**src/rtl/hgmt_ram.sv**
```systemverilog
// ----------------------------------------------------------------------------
// hgmt_ram
// Single-port synchronous RAM with a registered read.
// ----------------------------------------------------------------------------
module hgmt_ram #(
    parameter int DEPTH = 16,
    parameter int WIDTH = 16,
    localparam int AW = $clog2(DEPTH)
) (
    input  logic             i_clk,
    input  logic             i_we,
    input  logic [AW-1:0]    i_addr,
    input  logic [WIDTH-1:0] i_wdata,
    output logic [WIDTH-1:0] o_rdata
);

    logic [WIDTH-1:0] r_mem [DEPTH];
    logic [WIDTH-1:0] r_rdata;

    // Write port and registered read port on one address.
    always_ff @(posedge i_clk) begin
        if (i_we) begin
            r_mem[i_addr] <= i_wdata;
        end
        r_rdata <= r_mem[i_addr];
    end

    assign o_rdata = r_rdata;

endmodule

```
**config.mk**
```make
export PLATFORM = sky130hd
export DESIGN_NAME = hgmt_ram
export DESIGN_NICKNAME = d
export VERILOG_FILES = /design/src/rtl/hgmt_ram.sv
export SDC_FILE = /design/constraint.sdc
export NUM_CORES = 1
export LEC_CHECK = 0
export ABC_AREA = 1
export BUFFER_PORTS_ARGS = -buffer_cell sky130_fd_sc_hd__buf_2
export CORE_ASPECT_RATIO = 2
export CORE_MARGIN = 1
export CORE_UTILIZATION = 45
export CTS_CLUSTER_SIZE = 12
export DETAILED_ROUTE_END_ITERATION = 8
export REMOVE_ABC_BUFFERS = 1
export SYNTH_ARGS = -nofsm -noshare
export SYNTH_HDL_FRONTEND = slang
export SYNTH_SLANG_ARGS = --single-unit
```
**constraint.sdc**
```tcl
create_clock -name i_clk -period 2.43 [get_ports i_clk]
set_input_delay 0.3645 -clock i_clk [delete_from_list [all_inputs] [get_ports i_clk]]
set_output_delay 0.3645 -clock i_clk [all_outputs]
set_load 0.1 [all_outputs]
```
==> qor.txt <==
Initial Utilization -> 0.457
Cell taking the most area after synthesis -> edfxtp_1
Post-Place Cells -> 1,430
Synth cell types -> 13
Die Wd -> 113 µm
Antenna Nets Post-Route -> 0
CP peak stage delay -> 440 ps
First-pass GRT wire length -> 41,400 µm
Pleak -> 5.35 nW
Total Routing Usage GR -> 0.222
VDD IR-drop max -> 0.000360 V
Most common cell in the netlist -> nand2_1
Worst Path Arrival -> 1340 ps
Top cells by count, synth -> nand2_1, edfxtp_1, inv_1, buf_2
Slew headroom -> 0.532
# Post-CTS Setup Buffers -> 0
Cts repair resizes -> 0
Cts bufs inserted -> 26
I/O pin total -> 38
Max-cap violations -> 0
Buffers on Ports -> 37
DRT Pass-1 Iters -> 4
Worst hold stages -> 1
Synth Flop Type -> edfxtp_1
Post-synth EDFFs -> 256
Main area contributors after synthesis -> edfxtp_1, nand2_1, dfxtp_1, inv_1, buf_2
Min Tclk post-route -> 1710 ps
Die height -> 225 µm
PwrDens -> 780 nW/µm²
Clk_lat worst skew -> 530 ps
Unrepaired setup endpoints after global routing -> no
Setup crit end kind -> primary output
CP max-delay cell -> buf_2
DR iter-0 viols -> 505
Worst path depth -> 1
GRT overflow -> 0
Die area -> 25,500 µm²
Initial antenna violation count -> 0
RD Place Congestion -> 0.758
FP Rows -> 81
Setup clock skew after layout -> 6.23 ps
Setup CP Type -> flop to primary output
Final Hold Viols -> 0
Worst slew pin tran -> 702 ps
Family with the most delay on the worst path -> buffers and inverters
Share of async-settable or async-resettable flops after synthesis -> 0
WP buf/inv -> 1
Sequential fraction of the synthesis area -> 0.718
CTS tree -> yes
Synth Register Bits -> 272
WL final -> 26,700 µm
Setup violators final -> 0
R2r worst-path depth -> 8
Crit path max fanout -> 1
Syn Std Cell Area -> 11,200 µm²
Antenna cells -> 0
Clk slew on worst S/H paths -> 60 ps
Root Buffer -> clkbuf_16
Vias -> 7,135
H-tree depth -> 1
Post-route cell area -> 12,600 µm²
Final non-filler cell total -> 1,477
Layout area overhead -> 12.8%
Mapped Cells -> 1,070
Share of cells above drive strength 1 -> 0.107
Slew Limit Fails -> 0
Req. time, crit path -> 2070 ps
DR vias/cell -> 4.83
Yosys warning count -> 0
Number of global-route vias before repair -> 7,285
Placed cell area -> 11,800 µm²
Post-route clock period utilization -> 0.703
Largest net degree at the start of global routing -> 48
Final net count -> 1,148
Core area -> 24,400 µm²
Status -> complete, no violations
# DRC -> 0
Hpwl dp -> 16,600 µm
Hold crit path type -> input port to flop
Synthesized area per cell -> 10.4 µm²
Top cell type's share of synthesized area -> 0.689
Wire length per cell -> 18.1 µm
Setup crit start kind -> flop
Top achievable clock speed -> 0.585 GHz
CP cell instances -> buf_2
Total clock sinks -> 272
Clk buf depth -> 3
Hold buffer count at CTS -> 0
stage by stage:
stage	TNS (ps)	utilization	power, mW	setup slack (ps)	hold WS, ps
6_report	0	0.515	9.82	721	225
5_1_grt	0	0.515	10.1	697	225
4_1_cts	0	0.515	9.91	683	205
3_5_place_dp	0	0.484	6.24	474	675
3_3_place_gp	0	0.484	6.23	485	675
2_1_floorplan	-42750	-	5.89	-340	463
final timing paths:
path / start / to / slack, ps
setup / recovery: o_rdata[1] / o_rdata[1] / 720
hold reg to reg: r_mem[0][1] / o_rdata[1] / 690
setup reg to reg: r_mem[12][15] / o_rdata[15] / 1290
hold / removal: i_wdata[10] / r_mem[3][10] / 220
cell usage in the layout, fill, tap and decap left out, drive strengths merged:
master / netlist / final
nand2: 690 / 690
inv: 39 / 39
dfxtp: 16 / 16
buf: 42 / 75
nand3: 4 / 4
clkinv: 0 / 1
clkbuf: 5 / 46
nor2: 18 / 18
edfxtp: 256 / 256
report_power, final:
part / internal (mW) / switching (mW)
Combinational: 0.180 / 0.673
Clock: 2.06 / 1.63
Sequential: 5.24 / 0.0301
routing by layer:
metal | GRT usage | vias to the layer above | routed length, µm
li1 | - | 3522 | -
met1 | 0.250 | 3394 | 10000
met2 | 0.405 | 151 | 14300
met3 | 0.0226 | 68 | 1010
met4 | 0.129 | 0 | 1450
met5 | 0 | - | 0
final cells by class:
type                       count  area (µm²)
fill                        2188       11800
sequential                   272        8010
multi-input combinational    712        2720
clock buffer                  46         747
timing repair buffer          75         536
tap                          332         415
inverter                      39         149
clock inverter                 1        5.00
registers in the layout (all words and copies together) (netlist names):
signal	cells
r_mem	256
o_rdata	16
logic make-up (layout without fill, tap and decap cells):
kind of cell / Yosys count / after routing / share of synthesized area
DFF: 272 / 272 / 0.718
and+or+nand+nor: 712 / 712 / 0.241
buffers and inverters: 86 / 161 / 0.0414
Note: power is estimated with default switching activity, not from simulation.
