$ cat src/rtl/hgmt_pkg.sv
// ----------------------------------------------------------------------------
// hgmt_pkg
// Shared types, constants and the gas circuit to manifold table of the
// hierarchical gain median tracker.
// ----------------------------------------------------------------------------
package hgmt_pkg;

    localparam int NUM_TUBES        = 5248;
    localparam int TUBES_PER_MODULE = 16;
    localparam int NUM_MODULES      = 328;
    localparam int NUM_HV_GROUPS    = 82;
    localparam int NUM_MANIFOLDS    = 10;
    localparam int NUM_CIRCUITS     = 41;

    localparam int TID_W = $clog2(NUM_TUBES);
    localparam int MOD_W = $clog2(NUM_MODULES);
    localparam int HV_W  = $clog2(NUM_HV_GROUPS);
    localparam int MF_W  = $clog2(NUM_MANIFOLDS);

    localparam int AMP_W  = 12;
    localparam int DET_W  = 22;
    localparam int LVL_W  = 16;
    localparam int CNT_W  = 24;
    // Product of the detector and three relative levels.
    localparam int PROD_W = DET_W + 3 * LVL_W;
    // Product of all five levels, also wide enough for amplitude << 62.
    localparam int ACC_W  = PROD_W + LVL_W;
    // Multiplicand chunk handled per multiplier cycle.
    localparam int CHUNK_W = 24;
    localparam int NUM_CHUNKS = (PROD_W + CHUNK_W - 1) / CHUNK_W;

    localparam logic [LVL_W-1:0] LEVEL_ONE = LVL_W'(8192);
    localparam logic [LVL_W-1:0] LEVEL_MAX = '1;
    localparam logic [DET_W-1:0] DET_MAX   = '1;
    localparam logic [CNT_W-1:0] COUNT_MAX = '1;

    // Configuration register indexes.
    localparam logic CFG_AMP_THRESHOLD = 1'b0;
    localparam logic CFG_PEAK_AMP      = 1'b1;

    typedef enum logic [2:0] {
        S_IDLE,
        S_MAP,
        S_RD,
        S_START,
        S_MUL,
        S_CMP,
        S_DONE
    } t_state;

    // Hierarchy level being updated.
    typedef enum logic [1:0] {
        L_MANIFOLD,
        L_HV,
        L_MODULE,
        L_TUBE
    } t_level;

    typedef struct packed {
        logic             ok;
        logic [TID_W-1:0] tid;
        logic [MOD_W-1:0] module_idx;
        logic [HV_W-1:0]  hv;
        logic [MF_W-1:0]  mf;
    } t_map;

    // Manifold of each gas circuit.
    function automatic logic [3:0] circuit_manifold(input logic [5:0] gc);
        logic [3:0] m;
        unique case (gc)
            6'd0:  m = 4'd9;  6'd1:  m = 4'd8;  6'd2:  m = 4'd5;  6'd3:  m = 4'd2;
            6'd4:  m = 4'd4;  6'd5:  m = 4'd1;  6'd6:  m = 4'd3;  6'd7:  m = 4'd3;
            6'd8:  m = 4'd7;  6'd9:  m = 4'd2;  6'd10: m = 4'd5;  6'd11: m = 4'd1;
            6'd12: m = 4'd6;  6'd13: m = 4'd0;  6'd14: m = 4'd8;  6'd15: m = 4'd0;
            6'd16: m = 4'd6;  6'd17: m = 4'd1;  6'd18: m = 4'd9;  6'd19: m = 4'd2;
            6'd20: m = 4'd8;  6'd21: m = 4'd4;  6'd22: m = 4'd7;  6'd23: m = 4'd6;
            6'd24: m = 4'd4;  6'd25: m = 4'd5;  6'd26: m = 4'd3;  6'd27: m = 4'd7;
            6'd28: m = 4'd0;  6'd29: m = 4'd5;  6'd30: m = 4'd2;  6'd31: m = 4'd9;
            6'd32: m = 4'd7;  6'd33: m = 4'd7;  6'd34: m = 4'd9;  6'd35: m = 4'd6;
            6'd36: m = 4'd8;  6'd37: m = 4'd3;  6'd38: m = 4'd0;  6'd39: m = 4'd4;
            6'd40: m = 4'd1;
            default: m = 4'd0;
        endcase
        return m;
    endfunction

endpackage

$ cat src/rtl/hgmt_map.sv
// ----------------------------------------------------------------------------
// hgmt_map
// Maps a hit position to tube, module, HV group and manifold indexes and
// flags positions outside the detector.
// ----------------------------------------------------------------------------
module hgmt_map (
    input  logic [4:0]      i_layer,
    input  logic [4:0]      i_ladder,
    input  logic [3:0]      i_tube,
    output hgmt_pkg::t_map  o_map
);
    import hgmt_pkg::*;

    logic [6:0]  w_ladder;
    logic [12:0] w_full;
    logic [5:0]  w_gc;
    logic [3:0]  w_mf;

    // Ladder offset per layer group, then the linear tube index.
    always_comb begin
        w_ladder = {2'b00, i_ladder};
        if (i_layer > 5'd3)  w_ladder = w_ladder + 7'd14;
        if (i_layer > 5'd7)  w_ladder = w_ladder + 7'd16;
        if (i_layer > 5'd11) w_ladder = w_ladder + 7'd16;
        if (i_layer > 5'd15) w_ladder = w_ladder + 7'd18;
        w_full = {w_ladder, i_layer[1:0], i_tube};
        w_gc   = w_full[12:7];
        w_mf   = circuit_manifold(w_gc);
    end

    // Range checks on every level of the hierarchy.
    always_comb begin
        o_map.ok = (14'(w_full) < 14'(NUM_TUBES))
                && (10'(w_full[12:4]) < 10'(NUM_MODULES))
                && (8'(w_full[12:6]) < 8'(NUM_HV_GROUPS))
                && (7'(w_gc) < 7'(NUM_CIRCUITS))
                && (5'(w_mf) < 5'(NUM_MANIFOLDS));
        o_map.tid        = w_full[TID_W-1:0];
        o_map.module_idx = w_full[4 +: MOD_W];
        o_map.hv         = w_full[6 +: HV_W];
        o_map.mf         = w_mf[MF_W-1:0];
    end

endmodule

$ cat config.mk
export PLATFORM = sky130hd
export DESIGN_NAME = hgmt_map
export DESIGN_NICKNAME = d
export VERILOG_FILES = /design/src/rtl/hgmt_pkg.sv /design/src/rtl/hgmt_map.sv
export SDC_FILE = /design/constraint.sdc
export NUM_CORES = 1
export LEC_CHECK = 0
export BUFFER_PORTS_ARGS = -buffer_cell sky130_fd_sc_hd__buf_2
export CAP_MARGIN = 25
export CORE_MARGIN = 2
export CORE_UTILIZATION = 35
export DETAILED_ROUTE_END_ITERATION = 10
export PLACE_DENSITY = 0.72
export RECOVER_POWER = 50
export SKIP_LAST_GASP = 1
export SYNTH_ARGS = -nofsm -noshare
export SYNTH_HDL_FRONTEND = slang
export SYNTH_SLANG_ARGS = --single-unit
$ cat constraint.sdc
create_clock -name vclk -period 6.5
set_clock_uncertainty 0.1 [all_clocks]
set_input_delay 0.325 -clock vclk [all_inputs]
set_output_delay 0.325 -clock vclk [all_outputs]
set_load 0.01 [all_outputs]
==> qor.txt, run 1 <==
Status = completed
Crit path capture type = primary output
Most used cell, CP = nor3_1
Core area = 0.00305 mm2
Req. time, crit path = 6.07 ns
Number of remaining DRC errors = 0
Post-Route Setup TNS = 0 ns
Seq/Total Area, Yosys = 0
Peak supply drop = 0.0402 mV
Finished Layout Cells = 189
Port Buffers = 30
Largest net degree at the start of global routing = 25
Share of layout cells above drive strength 1 = 0.262
Rows = 20
Post-CTS resize count = 0
Post-DP HPWL = 1700 um
Worst Path Max Fanout = 17
Starting Density = 0.370
Yosys top cell by area = buf_4
Relative slew margins = 0.478
Fin. Hold Viols = 0
Hold Path Class = in2out
Seq_cells = 0
Worst Hold Path Cells = 0
Most common cell in the netlist = buf_4
Top delay family on crit path = simple AND/OR/NAND/NOR gates
Routed vias/inst = 5.12
Synth Cell Area = 0.00113 mm2
Dominant cells by area after synthesis = buf_4, ha_1, xnor2_1
Pleak = 0.475 nW
Gpl congestion = 0.896
Max stage delay on crit path = 0.58 ns
Tmin final = 4.76 ns
Detailed Routing Iterations Pass 1 = 4
Critical Path Start Type = input pin
WL final = 2170 um
N_diodes = 0
# Post-CTS Setup Buffers = 0
Io pins = 48
First-pass GRT wire length = 3690 um
Die area = 0.00370 mm2
Vias in the first global route = 849
Grt ovf = 0
Max Slew Vio Count = 0
# hold bufs at CTS = 0
Number of antenna violations at the first check in global routing = 0
Cells after Synth = 146
Commonest cells in the netlist = buf_4, inv_1, ha_1, nor2_1
Chip width = 60.8 um
Layout Nets = 171
Hold_ws = 0.550 ns
Critical setup path kind = in2out
WL/cell = 11.5 um
Hold path start = i_tube[0]
MaxCap Viol Count = 0
Crit share post-route = 0.733
Post-synthesis cell type count = 52
Post-Place Cells = 189
Worst-Margin Slew = 0.783 ns
PnR worst setup slack = 1.74 ns
RSZ-0062 raised after global routing = false
Worst endpoint data arrival time = 4.34 ns
Initial DRC count = 33
Worst hold endpoint = o_map[20]
Worst path cell trace = buf_2 > nor3_1 > nor3_1 > or2_2 > ha_1 > mux2_2 > ha_1 > nand2_1 > nor3_1 > o2bb2ai_1 > xnor2_2 > nor3_1 > o41ai_1 > o31ai_1 > a22oi_2 > buf_2
Bufs and invs on worst path = 2
Routed vias = 968
Total GRT Usage = 0.122
Area delta synth->final = -3.32%
# setup viols final = 0
Achievable clock frequency = 210 MHz
Yosys warns = 0
Mapped Nets = 170
Register area = 0 um2
Post-route ant nets = 0
PD cells = 187 mW/mm2
Clock buffers = 0
Die Height = 60.8 um
Avg Cell Area, Syn = 7.75 um2
Filler cell count = 339
Critical-path top delay cell = nor3_1
Post-synth top area share = 0.173
Setup WS pre-CTS = 2.00 ns
-- kinds of logic (layout without fill, tap and decap cells) --
group	after synthesis	count (layout)	share of synthesized area
buf+inv	43	42	0.242
simple gates	38	38	0.176
compound gates	36	36	0.269
fa+ha+maj	10	10	0.111
xor+xnor	10	10	0.0962
mux	9	9	0.106
-- worst max-delay path by stage --
stage | to | startpoint | slack [ns] | depth (start not counted)
final | o_map[33] | i_layer[4] | 1.74 | 16
after detailed placement | o_map[33] | i_ladder[1] | 2.00 | 16
after global placement | o_map[33] | i_ladder[1] | 2.04 | 16
after global routing | o_map[33] | i_layer[4] | 1.39 | 16
after floorplan | o_map[33] | i_layer[3] | 2.51 | 16
after CTS | o_map[33] | i_ladder[1] | 1.97 | 16
-- routing by layer --
layer | track usage | share of wire
met1 | 0.180 | 0.48
met2 | 0.206 | 0.48
met3 | 0.00213 | 0.033
met4 | 0.0124 | 0
met5 | 0 | 0
-- through the flow --
| step | power, mW | instance area, um2 | utilization |
|---|---|---|---|
| 3_5_place_dp | 0.206 | 1110 | 0.364 |
| 4_1_cts | 0.207 | 1110 | 0.364 |
| 3_3_place_gp | 0.206 | 1110 | 0.364 |
| 2_1_floorplan | 0.184 | 1130 | - |
| 6_report | 0.205 | 1090 | 0.358 |
| 5_1_grt | 0.229 | 1090 | 0.358 |
-- cells in the final DEF, fill, tap and decap left out, types with 3 or more instances in the layout --
| master | count |
|---|---|
| buf_2 | 26 |
| inv_1 | 11 |
| nor2_1 | 10 |
| ha_1 | 10 |
| xnor2_1 | 7 |
| nand2_1 | 7 |
| nor3_1 | 6 |
| o21ai_0 | 6 |
| mux2_2 | 4 |
| clkbuf_1 | 4 |
| a211oi_1 | 3 |
| or3_1 | 3 |
| nand2b_1 | 3 |
| o21a_1 | 3 |
| mux2i_1 | 3 |
| o211ai_1 | 3 |
-- where the power goes --
part	switching, mW	leakage, nW	internal [mW]	total (mW)
Clock	0	0	0	0
Combinational	0.116	0.475	0.0888	0.205
Sequential	0	0	0	0
Total	0.116	0.475	0.0888	0.205
-- final cells by class --
class	count	area, um2	area share
well taps	44	55.1	0.0503
multi-input cells	103	846	0.773
repair buffers	30	145	0.133
inverters	12	47.5	0.0435
Power figures use the tool's default switching activity.
==> run 2, diff against run 1 <==
Clock period 6.5 ns to 5 ns, I/O delays scaled along.
==> qor.txt, run 2 (same netlist as run 1, synthesis figures left out) <==
Status = completed (unchanged)
First-pass GRT wire length = 3850 um (was 3690 um)
Routed vias/inst = 5.19 (was 5.12)
Seq pwr share = 0 (about the same)
Commonest non-fill, non-tap cell in the layout = buf_2 (unchanged)
RSZ-0062 raised after global routing = false (unchanged)
Post-Route Setup TNS = 0 ns (unchanged)
Internal power = 0.115 mW (was 0.0888 mW)
Psw = 0.150 mW (was 0.116 mW)
Total GRT Usage = 0.127 (was 0.122)
MaxCap Viol Count = 0 (unchanged)
Die area = 0.00370 mm2 (unchanged)
Critical setup path kind = in2out (unchanged)
Pleak = 0.476 nW (was 0.475 nW)
Multi-input logic area = 851 um2 (was 846 um2)
Top delay family on crit path = simple AND/OR/NAND/NOR gates (unchanged)
# Post-CTS Setup Buffers = 0 (unchanged)
N_diodes = 0 (unchanged)
WL final = 2220 um (was 2170 um)
Detailed Routing Iterations Pass 1 = 4 (unchanged)
Starting Density = 0.370 (unchanged)
Crit share post-route = 0.873
PD cells = 242 mW/mm2 (was 187 mW/mm2)
Peak supply drop = 0.0489 mV (was 0.0402 mV)
Critical Path Start Type = input pin (unchanged)
Io pins = 48 (unchanged)
Port Buffers = 30 (unchanged)
Max stage delay on crit path = 0.54 ns (was 0.58 ns)
# setup viols final = 0 (unchanged)
Max Slew Vio Count = 0 (unchanged)
Vias in the first global route = 875 (was 849)
Largest net degree at the start of global routing = 25 (unchanged)
Die Height = 60.8 um (unchanged)
Clock share of power = 0 (about the same)
Relative slew margins = 0.473 (was 0.478)
Fin. Hold Viols = 0 (unchanged)
Core area = 0.00305 mm2 (unchanged)
WL/cell = 11.7 um (was 11.5 um)
Achievable clock frequency = 229 MHz
Req. time, crit path = 4.65 ns (was 6.07 ns)
Crit path capture type = primary output (unchanged)
Filler cell count = 336 (was 339)
# hold bufs at CTS = 0 (unchanged)
Worst endpoint data arrival time = 4.01 ns (was 4.34 ns)
Gpl congestion = 0.891 (was 0.896)
Post-DP HPWL = 1740 um (was 1700 um)
Worst path cell trace = buf_2 > nor3_1 > nor3_1 > or2_2 > ha_1 > mux2_2 > ha_1 > nand2_1 > nor3_1 > o2bb2ai_1 > xnor2_2 > nor3_1 > o41ai_1 > o31ai_1 > a22oi_2 > buf_2 (unchanged)
Rows = 20 (unchanged)
Worst Hold Path Cells = 0 (unchanged)
Grt ovf = 0 (unchanged)
Number of remaining DRC errors = 0 (unchanged)
Worst Path Max Fanout = 17 (unchanged)
Clock buffers = 0 (unchanged)
Area delta synth->final = -2.88% (was -3.32%)
Register area = 0 um2 (unchanged)
Most used cell, CP = nor3_1 (unchanged)
Hold Path Class = in2out (unchanged)
Tmin final = 4.36 ns
Comb pwr share = 1.000 (about the same)
Post-route ant nets = 0 (unchanged)
Worst path depth = 16 (unchanged)
Seq_cells = 0 (unchanged)
Post-CTS resize count = 0 (unchanged)
Chip width = 60.8 um (unchanged)
Hold_ws = 0.400 ns (was 0.550 ns)
Switching Share = 0.566 (about the same)
Bufs and invs on worst path = 2 (unchanged)
Layout Nets = 171 (unchanged)
Share of layout cells above drive strength 1 = 0.269 (was 0.262)
Worst-Margin Slew = 0.790 ns (was 0.783 ns)
Number of antenna violations at the first check in global routing = 0 (unchanged)
Critical-path top delay cell = xnor2_2 (was nor3_1)
Routed vias = 981 (was 968)
Most frequent cells in the layout = buf_2, inv_1, nor2_1, ha_1 (unchanged)
Initial DRC count = 25 (was 33)
-- run 2: through the flow --
stage | utilization | instance area (um2) | setup WS, ns | total power [mW] | instances
finish | 0.360 | 1100 | 0.636 | 0.266 | 189
global route | 0.360 | 1100 | 0.287 | 0.299 | 189
detailed placement | 0.364 | 1110 | 0.688 | 0.268 | 189
global placement | 0.364 | 1110 | 0.666 | 0.267 | 189
floorplan | - | 1130 | 1.16 | 0.239 | 146
CTS | 0.364 | 1110 | 0.639 | 0.270 | 189
-- run 2: path summary, 6_finish.rpt --
path                         from        end  slack [ns]
worst min-delay path    i_tube[0]  o_map[20]        0.40
worst max-delay path  i_ladder[1]  o_map[33]        0.64
-- run 2: cell type report --
type                            count  share of cell area
Inverter                           12              0.0433
Multi-Input combinational cell    103               0.774
Tap cell                           44              0.0501
Timing Repair Buffer               30               0.132
-- run 2: routing by layer --
layer | share of wire | wire length, um | vias up | global-route usage
met5 | 0 | 0 | - | 0
met4 | 0 | 0 | 0 | 0.00621
met3 | 0.036 | 79 | 0 | 0.00213
met2 | 0.48 | 1070 | 18 | 0.229
met1 | 0.48 | 1060 | 458 | 0.177
li1 | - | - | 505 | -
-- run 2: power groups by stage --
stage          Sequential, mW  Clock (mW)  Combinational [mW]
3_3_place_gp                0           0               0.267
4_1_cts                     0           0               0.270
6_report                    0           0               0.266
2_1_floorplan               0           0               0.239
3_5_place_dp                0           0               0.268
5_1_grt                     0           0               0.299
==> run 3, diff against run 2 <==
Settings changed: RECOVER_POWER 50 to not set.
==> qor.txt, run 3 (same netlist as run 1, synthesis figures left out) <==
Post-CTS resize count = 0 (unchanged)
Crit share post-route = 0.872 (was 0.873)
Port Buffers = 30 (unchanged)
Total GRT Usage = 0.127 (unchanged)
Clock buffers = 0 (unchanged)
Top delay family on crit path = simple AND/OR/NAND/NOR gates (unchanged)
Post-Place Cells = 189 (unchanged)
Hold path start = i_tube[0] (unchanged)
Number of antenna violations at the first check in global routing = 0 (unchanged)
Initial DRC count = 23 (was 25)
Number of remaining DRC errors = 0 (unchanged)
Status = completed (unchanged)
Hold Path Class = in2out (unchanged)
Max Slew Vio Count = 0 (unchanged)
Worst Hold Path Cells = 0 (unchanged)
Finished Layout Cells = 189 (unchanged)
Share of layout cells above drive strength 1 = 0.303 (was 0.269)
Starting Density = 0.370 (unchanged)
N_diodes = 0 (unchanged)
Tmin final = 4.36 ns (about the same)
Max stage delay on crit path = 0.54 ns (about the same)
Critical-path top delay cell = xnor2_2 (unchanged)
Achievable clock frequency = 229 MHz (about the same)
PD cells = 241 mW/mm2 (was 242 mW/mm2)
WL final = 2210 um (was 2220 um)
Vias in the first global route = 875 (unchanged)
MaxCap Viol Count = 0 (unchanged)
Placed instance area = 0.00111 mm2 (unchanged)
Gpl congestion = 0.891 (unchanged)
WL/cell = 11.7 um (about the same)
RSZ-0062 raised after global routing = false (unchanged)
Relative slew margins = 0.473 (about the same)
# setup viols final = 0 (unchanged)
Worst Path Max Fanout = 17 (unchanged)
Most frequent cells in the layout = buf_2, inv_1, nor2_1, ha_1 (unchanged)
Core area = 0.00305 mm2 (unchanged)
Commonest non-fill, non-tap cell in the layout = buf_2 (unchanged)
# hold bufs at CTS = 0 (unchanged)
Worst hold endpoint = o_map[20] (unchanged)
Largest net degree at the start of global routing = 25 (unchanged)
Routed vias = 982 (was 981)
Layout Nets = 171 (unchanged)
Fin. Hold Viols = 0 (unchanged)
Worst-Margin Slew = 0.790 ns (about the same)
Multi-input logic area = 857 um2 (was 851 um2)
Pleak = 0.488 nW (was 0.476 nW)
Die area = 0.00370 mm2 (unchanged)
Peak supply drop = 0.0496 mV (was 0.0489 mV)
Post-Route Setup TNS = 0 ns (unchanged)
Io pins = 48 (unchanged)
Design Area, Final = 0.00111 mm2 (was 0.00110 mm2)
Critical setup path kind = in2out (unchanged)
Power, Total = 0.268 mW (was 0.266 mW)
Crit path capture type = primary output (unchanged)
First-pass GRT wire length = 3850 um (unchanged)
Post-DP HPWL = 1740 um (unchanged)
Critical Path Start Type = input pin (unchanged)
Req. time, crit path = 4.65 ns (about the same)
Most used cell, CP = nor3_1 (unchanged)
Die Height = 60.8 um (unchanged)
Chip width = 60.8 um (unchanged)
Grt ovf = 0 (unchanged)
Post-route ant nets = 0 (unchanged)
Worst path cell trace = buf_2 > nor3_1 > nor3_1 > or2_2 > ha_1 > mux2_2 > ha_1 > nand2_1 > nor3_1 > o2bb2ai_1 > xnor2_2 > nor3_1 > o41ai_1 > o31ai_1 > a22oi_2 > buf_2 (unchanged)
Worst endpoint data arrival time = 4.01 ns (about the same)
# Post-CTS Setup Buffers = 0 (unchanged)
Detailed Routing Iterations Pass 1 = 4 (unchanged)
Rows = 20 (unchanged)
Register area = 0 um2 (unchanged)
Routed vias/inst = 5.20 (was 5.19)
Seq_cells = 0 (unchanged)
Bufs and invs on worst path = 2 (unchanged)
Area delta synth->final = -1.88% (was -2.88%)
Worst path depth = 16 (unchanged)
Filler cell count = 335 (was 336)
## run 3: cell count changes in the layout (fill, tap and decap cells not counted), sizes merged
cell	change
buf	+4
clkbuf	-4
## run 3: final cells by class
type | count | area share
multi-input combinational | 103 | 0.772
inverter | 12 | 0.0428
timing repair buffer | 30 | 0.135
tap | 44 | 0.0496
## run 3: per-layer routing
layer	part of all wire	global-route usage
met1	0.48	0.177
met2	0.49	0.229
met3	0.034	0.00213
met4	0	0.00621
met5	0	0
## run 3: worst max path at each step
stage,start,to,slack [ns]
after floorplan,i_layer[3],o_map[33],1.16
after global routing,i_ladder[1],o_map[33],0.29
final,i_ladder[1],o_map[33],0.64
after CTS,i_ladder[1],o_map[33],0.64
after detailed placement,i_ladder[1],o_map[33],0.69
after global placement,i_ladder[1],o_map[33],0.67
## run 3: power breakdown
group          switching (mW)  internal, mW  leakage [nW]
clock network               0             0             0
logic                   0.151         0.117         0.488
registers                   0             0             0
total                   0.151         0.117         0.488
## run 3: per-stage QoR
| stage | hold slack [ns] | setup slack [ns] | util |
|---|---|---|---|
| after floorplan | 0.492 | 1.16 | - |
| after global placement | 0.400 | 0.666 | 0.364 |
| after detailed placement | 0.400 | 0.688 | 0.364 |
| after CTS | 0.400 | 0.639 | 0.364 |
| after global routing | 0.400 | 0.287 | 0.364 |
| final | 0.400 | 0.638 | 0.364 |
